===== config.mk =====
export PLATFORM = sky130hd
export DESIGN_NAME = compass_heading_from_field_top
export DESIGN_NICKNAME = d
export VERILOG_FILES = /design/src/hdl/chs_pkg.sv /design/src/hdl/chs_prep.sv /design/src/hdl/chs_cell.sv /design/src/hdl/chs_post.sv /design/src/hdl/compass_heading_from_field_top.sv
export SDC_FILE = /design/constraint.sdc
export NUM_CORES = 2
export LEC_CHECK = 0
export ABC_AREA = 1
export BUFFER_PORTS_ARGS = -buffer_cell sky130_fd_sc_hd__buf_2
export CAP_MARGIN = 10
export CORE_ASPECT_RATIO = 0.6
export CORE_UTILIZATION = 55
export DETAILED_ROUTE_END_ITERATION = 6
export PLACE_DENSITY = 0.73
export SLEW_MARGIN = 10
export SYNTH_ARGS = -nofsm -noshare
export SYNTH_HDL_FRONTEND = slang
export SYNTH_SLANG_ARGS = --single-unit

===== constraint.sdc =====
create_clock -name clk_i -period 5.8 [get_ports clk_i]
set_input_delay 0.58 -clock clk_i [delete_from_list [all_inputs] [get_ports clk_i]]
set_output_delay 0.58 -clock clk_i [all_outputs]
set_load 0.02 [all_outputs]

===== src/hdl/chs_pkg.sv =====
// Package for the compass heading block: widths, angle table and constants.
// Holds the vector type handed between the CORDIC cells; no dependencies.
package chs_pkg;

  localparam int unsigned IN_W   = 16;
  localparam int unsigned HEAD_W = 15;
  localparam int unsigned DECL_W = 15;
  localparam int unsigned XW     = 36;
  localparam int unsigned ZW     = 25;
  localparam int unsigned TAB_W  = 22;
  localparam int unsigned TAB_LEN = 24;
  localparam int unsigned T_W    = 13;
  localparam int unsigned H_W    = 17;

  localparam logic signed [IN_W-1:0] AXIS_LIMIT = 16'sh07FF;

  localparam logic [ZW-1:0]  Z_MAX      = 25'd5898240;
  localparam logic [ZW-1:0]  ROUND_HALF = 25'd512;
  localparam int unsigned    FRAC_SHIFT = 10;

  localparam logic signed [H_W-1:0] HALF_TURN     = 17'sd11520;
  localparam logic signed [H_W-1:0] QUARTER       = 17'sd5760;
  localparam logic signed [H_W-1:0] THREE_QUARTER = 17'sd17280;
  localparam logic signed [H_W-1:0] FULL_TURN     = 17'sd23040;

  localparam logic [TAB_W-1:0] ATAN_TAB [TAB_LEN] = '{
    22'd2949120, 22'd1740967, 22'd919879, 22'd466945,
    22'd234379,  22'd117304,  22'd58666,  22'd29335,
    22'd14668,   22'd7334,    22'd3667,   22'd1833,
    22'd917,     22'd458,     22'd229,    22'd115,
    22'd57,      22'd29,      22'd14,     22'd7,
    22'd4,       22'd2,       22'd1,      22'd0
  };

  typedef struct packed {
    logic y_zero;
    logic y_pos;
    logic x_pos;
    logic x_zero;
    logic flip;
  } flags_t;

  typedef struct packed {
    logic signed [XW-1:0] x;
    logic signed [XW-1:0] y;
    logic signed [ZW-1:0] z;
    flags_t               f;
  } vec_t;

endpackage


===== src/hdl/chs_prep.sv =====
// Input stage: folds large axis values, takes magnitudes, seeds the CORDIC vector.
// Depends on chs_pkg.
module chs_prep
  import chs_pkg::*;
(
  input  logic                   clk_i,
  input  logic                   rst_ni,
  input  logic                   in_valid_i,
  output logic                   in_ready_o,
  input  logic signed [IN_W-1:0] field_x_i,
  input  logic signed [IN_W-1:0] field_y_i,
  output logic                   out_valid_o,
  input  logic                   out_ready_i,
  output vec_t                   out_data_o
);

  logic               vld_q;
  vec_t               data_q, data_d;
  logic signed [IN_W-1:0] xs, ys;
  logic signed [IN_W:0]   xe, ye;
  logic [IN_W:0]          ax, ay;

  assign in_ready_o = !vld_q || out_ready_i;

  always_comb begin
    xs = (field_x_i > AXIS_LIMIT) ? ~field_x_i : field_x_i;
    ys = (field_y_i > AXIS_LIMIT) ? ~field_y_i : field_y_i;
    xe = {xs[IN_W-1], xs};
    ye = {ys[IN_W-1], ys};
    ax = xe[IN_W] ? (-xe) : xe;
    ay = ye[IN_W] ? (-ye) : ye;
    data_d.x        = signed'({{(XW-IN_W-17){1'b0}}, ay, 16'h0000});
    data_d.y        = signed'({{(XW-IN_W-17){1'b0}}, ax, 16'h0000});
    data_d.z        = '0;
    data_d.f.y_zero = (ys == '0);
    data_d.f.y_pos  = !ys[IN_W-1] && (ys != '0);
    data_d.f.x_pos  = !xs[IN_W-1] && (xs != '0);
    data_d.f.x_zero = (xs == '0);
    data_d.f.flip   = xs[IN_W-1] ^ ys[IN_W-1];
  end

  always_ff @(posedge clk_i or negedge rst_ni) begin
    if (!rst_ni) begin
      vld_q <= 1'b0;
    end else if (in_ready_o) begin
      vld_q <= in_valid_i;
    end
  end

  always_ff @(posedge clk_i) begin
    if (in_ready_o && in_valid_i) begin
      data_q <= data_d;
    end
  end

  assign out_valid_o = vld_q;
  assign out_data_o  = data_q;

endmodule


===== src/hdl/chs_cell.sv =====
// One CORDIC vectoring cell: a fixed shift and table angle, one register stage.
// Depends on chs_pkg.
module chs_cell
  import chs_pkg::*;
#(
  parameter int unsigned Idx = 0
) (
  input  logic clk_i,
  input  logic rst_ni,
  input  logic in_valid_i,
  output logic in_ready_o,
  input  vec_t in_data_i,
  output logic out_valid_o,
  input  logic out_ready_i,
  output vec_t out_data_o
);

  logic               vld_q;
  vec_t               data_q, data_d;
  logic signed [XW-1:0] xi, yi, dx, dy;
  logic signed [ZW-1:0] zi, ang;

  assign in_ready_o = !vld_q || out_ready_i;

  always_comb begin
    xi  = in_data_i.x;
    yi  = in_data_i.y;
    zi  = in_data_i.z;
    dx  = yi >>> Idx;
    dy  = xi >>> Idx;
    ang = signed'({{(ZW-TAB_W){1'b0}}, ATAN_TAB[Idx]});
    data_d.f = in_data_i.f;
    if (!yi[XW-1]) begin
      data_d.x = xi + dx;
      data_d.y = yi - dy;
      data_d.z = zi + ang;
    end else begin
      data_d.x = xi - dx;
      data_d.y = yi + dy;
      data_d.z = zi - ang;
    end
  end

  always_ff @(posedge clk_i or negedge rst_ni) begin
    if (!rst_ni) begin
      vld_q <= 1'b0;
    end else if (in_ready_o) begin
      vld_q <= in_valid_i;
    end
  end

  always_ff @(posedge clk_i) begin
    if (in_ready_o && in_valid_i) begin
      data_q <= data_d;
    end
  end

  assign out_valid_o = vld_q;
  assign out_data_o  = data_q;

endmodule


===== src/hdl/chs_post.sv =====
// Output stages: clamp and round the angle, then form, correct and wrap the heading.
// Depends on chs_pkg.
module chs_post
  import chs_pkg::*;
(
  input  logic                     clk_i,
  input  logic                     rst_ni,
  input  logic                     in_valid_i,
  output logic                     in_ready_o,
  input  vec_t                     in_data_i,
  input  logic signed [DECL_W-1:0] decl_i,
  output logic                     out_valid_o,
  input  logic                     out_ready_i,
  output logic [HEAD_W-1:0]        heading_o
);

  logic                 vld_a_q, vld_b_q, rdy_b;
  logic [T_W-1:0]       t_q, t_d;
  flags_t               f_q;
  logic [HEAD_W-1:0]    heading_q, heading_d;
  logic [ZW-1:0]        zc, rnd;
  logic signed [T_W:0]  tn;
  logic signed [H_W-1:0] base, h, sum, wrap;

  assign rdy_b      = !vld_b_q || out_ready_i;
  assign in_ready_o = !vld_a_q || rdy_b;

  always_comb begin
    if (in_data_i.z[ZW-1]) begin
      zc = '0;
    end else if (unsigned'(in_data_i.z) > Z_MAX) begin
      zc = Z_MAX;
    end else begin
      zc = unsigned'(in_data_i.z);
    end
    rnd = zc + ROUND_HALF;
    t_d = in_data_i.f.x_zero ? '0 : rnd[FRAC_SHIFT +: T_W];
  end

  always_comb begin
    tn   = f_q.flip ? -signed'({1'b0, t_q}) : signed'({1'b0, t_q});
    base = f_q.y_pos ? QUARTER : THREE_QUARTER;
    if (f_q.y_zero) begin
      h = f_q.x_pos ? HALF_TURN : '0;
    end else begin
      h = base - {{(H_W-T_W-1){tn[T_W]}}, tn};
    end
    sum = h + {{(H_W-DECL_W){decl_i[DECL_W-1]}}, decl_i};
    priority if (sum[H_W-1]) begin
      wrap = sum + FULL_TURN;
    end else if (sum >= FULL_TURN) begin
      wrap = sum - FULL_TURN;
    end else begin
      wrap = sum;
    end
    heading_d = wrap[HEAD_W-1:0];
  end

  always_ff @(posedge clk_i or negedge rst_ni) begin
    if (!rst_ni) begin
      vld_a_q <= 1'b0;
      vld_b_q <= 1'b0;
    end else begin
      if (in_ready_o) begin
        vld_a_q <= in_valid_i;
      end
      if (rdy_b) begin
        vld_b_q <= vld_a_q;
      end
    end
  end

  always_ff @(posedge clk_i) begin
    if (in_ready_o && in_valid_i) begin
      t_q <= t_d;
      f_q <= in_data_i.f;
    end
    if (rdy_b && vld_a_q) begin
      heading_q <= heading_d;
    end
  end

  assign out_valid_o = vld_b_q;
  assign heading_o   = heading_q;

endmodule


===== src/hdl/compass_heading_from_field_top.sv =====
// Top level of the compass heading block: input stage, CORDIC cell row, output stages.
// Depends on chs_pkg, chs_prep, chs_cell and chs_post.
//
// Usage:
//   Input channel (in_valid_i/in_ready_o) transfers one raw X/Y field sample.
//   Output channel (out_valid_o/out_ready_i) transfers one heading in 1/64 degree,
//   0 to 23039. Results leave in the order the samples came in.
//   Config channel (cfg_valid_i/cfg_ready_o) writes the signed declination; it is
//   always ready and should be written only while no sample is in flight.
//   A sample passes one input stage, one register stage per CORDIC cell, one rounding
//   stage and the output register.
//   Throughput is one sample per cycle while out_ready_i is high; each stage holds one
//   sample, so the cells set the latency, and a free stage takes a new sample each cycle.
//   Reset empties every stage and sets the declination to zero.
//   When the receiver stalls, the output register holds its heading and the
//   stages behind it keep filling; in_ready_o drops only once all are full.
module compass_heading_from_field_top
  import chs_pkg::*;
#(
  parameter int unsigned CORDIC_STEPS = 16
) (
  input  logic                     clk_i,
  input  logic                     rst_ni,
  input  logic                     in_valid_i,
  output logic                     in_ready_o,
  input  logic signed [IN_W-1:0]   field_x_i,
  input  logic signed [IN_W-1:0]   field_y_i,
  output logic                     out_valid_o,
  input  logic                     out_ready_i,
  output logic [HEAD_W-1:0]        heading_o,
  input  logic                     cfg_valid_i,
  output logic                     cfg_ready_o,
  input  logic signed [DECL_W-1:0] cfg_declination_i
);

  logic signed [DECL_W-1:0] decl_q;
  vec_t                     chain_data [CORDIC_STEPS+1];
  logic [CORDIC_STEPS:0]    chain_vld;
  logic [CORDIC_STEPS:0]    chain_rdy;

  assign cfg_ready_o = 1'b1;

  always_ff @(posedge clk_i or negedge rst_ni) begin
    if (!rst_ni) begin
      decl_q <= '0;
    end else if (cfg_valid_i && cfg_ready_o) begin
      decl_q <= cfg_declination_i;
    end
  end

  chs_prep u_prep (
    .clk_i       (clk_i),
    .rst_ni      (rst_ni),
    .in_valid_i  (in_valid_i),
    .in_ready_o  (in_ready_o),
    .field_x_i   (field_x_i),
    .field_y_i   (field_y_i),
    .out_valid_o (chain_vld[0]),
    .out_ready_i (chain_rdy[0]),
    .out_data_o  (chain_data[0])
  );

  for (genvar g = 0; g < CORDIC_STEPS; g++) begin : g_cell
    chs_cell #(
      .Idx (g)
    ) u_cell (
      .clk_i       (clk_i),
      .rst_ni      (rst_ni),
      .in_valid_i  (chain_vld[g]),
      .in_ready_o  (chain_rdy[g]),
      .in_data_i   (chain_data[g]),
      .out_valid_o (chain_vld[g+1]),
      .out_ready_i (chain_rdy[g+1]),
      .out_data_o  (chain_data[g+1])
    );
  end

  chs_post u_post (
    .clk_i       (clk_i),
    .rst_ni      (rst_ni),
    .in_valid_i  (chain_vld[CORDIC_STEPS]),
    .in_ready_o  (chain_rdy[CORDIC_STEPS]),
    .in_data_i   (chain_data[CORDIC_STEPS]),
    .decl_i      (decl_q),
    .out_valid_o (out_valid_o),
    .out_ready_i (out_ready_i),
    .heading_o   (heading_o)
  );

endmodule


==> results.py <==
metrics = {
    "status": {
        "outcome": "finished, final reports clean",
    },
    "worst_setup_path": {
        "critPathKind": "reg -> reg",
        "critPathMaxFanout": 9,
        "startpoint_type": "flop",
        "arrival_ns": 5.97,
        "r2r_cells": 20,
        "worstSetupEndpointType": "flop",
        "worstPathRequired_ns": 6.40,
    },
    "job": {
        "cap_violations": 0,
    },
    "floorplanning": {
        "rows": 129,
        "core_area_um2": 207000,
        "dieHeight_um": 357,
        "die_w_um": 593,
        "io_pins": 70,
        "die_area_um2": 212000,
        "initial_core_util": 0.557,
    },
    "final_layout": {
        "multi_input_area_um2": 67800,
        "areaGrowthSynthToFinish_pct": 8.03,
        "seq_area_um2": 41400,
        "drive_above_1_share": 0.0383,
        "n_fill_cell": 18200,
        "finalNetCount": 15200,
    },
    "clock_tree": {
        "cts_sinks": 1385,
        "clk_pin_slew_ns": 0.07,
        "cts-root-buf": "clkbuf_16",
        "cts-resized-gates": 0,
        "htreeDepth": 4,
        "cts_buffers": 153,
        "cts.path.max_buffers": 4,
        "tritoncts": "yes",
        "clock_latency_ns": 0.84,
    },
    "synth": {
        "yosys.cell_types.count": 80,
        "netlist.area_leader.share": 0.351,
        "synth-compound-area-share": 0.141,
        "ys_seq_area_frac": 0.359,
        "yosys-top-cells-area": "edfxtp_1 (35%), ha_1 (13%), xor2_1 (8.8%), nand2_1 (7.3%), a21oi_1 (6.2%)",
        "synthArstFlopShare": 0.0245,
        "synth_enable_flop_cells": 1351,
        "syn-mean-instance-area_um2": 8.43,
        "synthMuxAreaShare": 0.00127,
        "synth-xor-area-share": 0.135,
        "yosys.area_share.simple": 0.172,
        "synth_top_family_by_area": "simple AND/OR/NAND/NOR gates",
        "syn_nets": 15000,
        "syn_area_um2": 115000,
        "synth_top_area_cell": "edfxtp_1",
        "ys_warn_count": 0,
        "synthAdderAreaFrac": 0.138,
        "netlist_instances": 13700,
        "synthFlopType": "edfxtp_1",
        "synth-seq-cells": 1385,
    },
    "timing": {
        "max_freq_mhz": 186,
        "tightest_slew_ns": 1.16,
        "rsz0062_at_grt": "no",
        "final.setup_skew_ns": 0.0647,
        "finalMaxSlewViolations": 0,
        "setup_tns_ns": 0,
        "setup_viol": 0,
        "hold_viol": 0,
        "period_share": 0.927,
        "period_minus_slack_ns": 5.38,
        "maxSlewHeadroom": 0.227,
    },
    "hold_path": {
        "min_path_cells": 3,
        "hp-class": "in -> reg",
    },
    "route": {
        "first_pass_iters": 6,
        "vias": 98400,
        "dr.first_iter.drc_count": 12400,
        "drcViolationCount": 0,
        "ant_nets": 0,
        "viasPerCell": 5.87,
        "wl_per_cell_um": 20.1,
        "wirelength_um": 338000,
    },
    "placed_design": {
        "post-dp-hpwl_um": 274000,
        "port_buffers": 68,
        "gp_congestion": 1.08,
    },
    "grt": {
        "grt_max_degree": 102,
        "gr-total-overflow": 0,
        "grt_usage": 0.309,
        "first_global_vias": 88300,
        "antenna_found_initial": 11,
        "grt_pass1_wl_um": 516000,
    },
}
## timing repair
item,4_1_cts,5_1_grt
buffers inserted,0,0
hold endpoints to repair,48,0
hold buffers,15,0
## placed cells by master (no fill, tap or decap), drive strengths merged, types with 34 or more instances in the layout
cell type  Yosys  routed
a211oi        41      41
a21o          67      67
a21oi       1432    1432
a31oi        182     182
buf           35     138
clkbuf        78     183
clkinv         4      47
dfrtp         34      34
edfxtp      1351    1351
ha          1219    1219
inv         1548    1557
nand2       2253    2253
nand3        491     491
nand4        128     128
nor2        1361    1361
nor3         278     278
nor4         103     103
o211ai        65      65
o21a          62      62
o21ai        800     800
o21bai        55      55
o221ai        34      34
o31ai         65      65
xnor2        622     622
xor2        1160    1160
## per-stage QoR
stage           util  hold slack (ns)  worst slack (ns)  cell area, µm²  instances
6_report       0.602           0.0701             0.423          125000      16800
2_1_floorplan      -            0.284            0.0373          115000      13700
3_3_place_gp   0.576            0.400             0.888          119000      16500
4_1_cts        0.602           0.0351             0.822          125000      16800
5_1_grt        0.602           0.0695             0.194          125000      16800
3_5_place_dp   0.576            0.405             0.843          119000      16500
## kinds of logic (layout without fill, tap and decap cells)
| family | count (synthesis) | in the layout |
|---|---|---|
| and+or+nand+nor | 4695 | 4695 |
| AOI/OAI and AO/OA | 2906 | 2906 |
| xor gates and xnor gates | 1782 | 1782 |
| buffers and inverters | 1665 | 1972 |
| DFF | 1385 | 1385 |
| adders and majority gates | 1252 | 1252 |
| muxes | 13 | 13 |
| other | 1 | 9 |
## layer usage
layer	GRT usage	share of wire	wire length, µm
met5	0.0153	0.0015	521
met1	0.482	0.48	161000
met2	0.406	0.37	125000
met3	0.105	0.14	45900
met4	0.0547	0.017	5790
## final timing paths
kind / startpoint / slack [ns] / to
hold reg to reg: g_cell[0].u_cell.out_data_o[2] / 0.41 / g_cell[1].u_cell.out_data_o[2]
setup / recovery: g_cell[8].u_cell.out_data_o[39] / 0.42 / g_cell[9].u_cell.out_data_o[97]
min in group asynchronous: rst_ni / 0.49 / g_cell[5].u_cell.out_valid_o
setup reg to reg: g_cell[8].u_cell.out_data_o[39] / 0.42 / g_cell[9].u_cell.out_data_o[97]
max in group asynchronous: rst_ni / 4.59 / decl_q[13]
hold / removal: in_valid_i / 0.07 / u_prep.out_valid_o
## cell type report
class,count,area share
diodes,8,0.000161
clock buffers,183,0.0329
clock inverters,84,0.00808
inverters,1552,0.0468
multi-input cells,10600,0.544
flip-flops and latches,1385,0.332
well taps,2751,0.0276
repair buffers,153,0.00855
## cell usage after synthesis, types with 27 or more instances
library cell / number
dfrtp_1: 34
nand3_1: 483
o21ai_0: 745
a31oi_1: 182
edfxtp_1: 1351
nor4_1: 98
fa_1: 33
a21o_1: 67
o31ai_1: 64
inv_1: 1540
xnor2_1: 622
o21a_1: 62
o211ai_1: 65
a21oi_1: 1428
or2_2: 28
xor2_1: 1158
clkbuf_1: 78
o221ai_1: 34
o21ai_1: 46
nor2_1: 1331
ha_1: 1219
a221oi_1: 27
nand2_1: 2240
nor3_1: 257
nand4_1: 126
a211oi_1: 41
o21bai_1: 54
## registers in the layout, indices dropped and copies added (netlist names)
register / cells
u_post.heading_o: 15
u_post.t_q: 13
decl_q: 15
u_prep.out_data_o: 39
u_prep.out_valid_o: 1
u_post.vld_a_q: 1
u_post.out_valid_o: 1
g_cell.u_cell.out_data_o: 1280
u_post.f_q: 4
g_cell.u_cell.out_valid_o: 16
## worst max-delay path: stages (launching register included)
cell      delay (ns)
edfxtp_1        0.49
inv_1           0.10
ha_1            0.19
nand4_1         0.19
nor4_1          0.42
nand4_1         0.46
o21ai_0         0.35
xor2_1          0.17
inv_1           0.06
ha_1            0.39
nand2_1         0.14
nor2_1          0.12
inv_1           0.06
nor3_1          0.21
inv_1           0.08
nor4_1          0.60
a21oi_1         0.28
o21bai_1        0.30
nand2_1         0.10
nand2_1         0.10
xor2_1          0.34
Power is not shown: default switching activity piles up to over one toggle a cycle in this logic, so the estimate is an artifact.
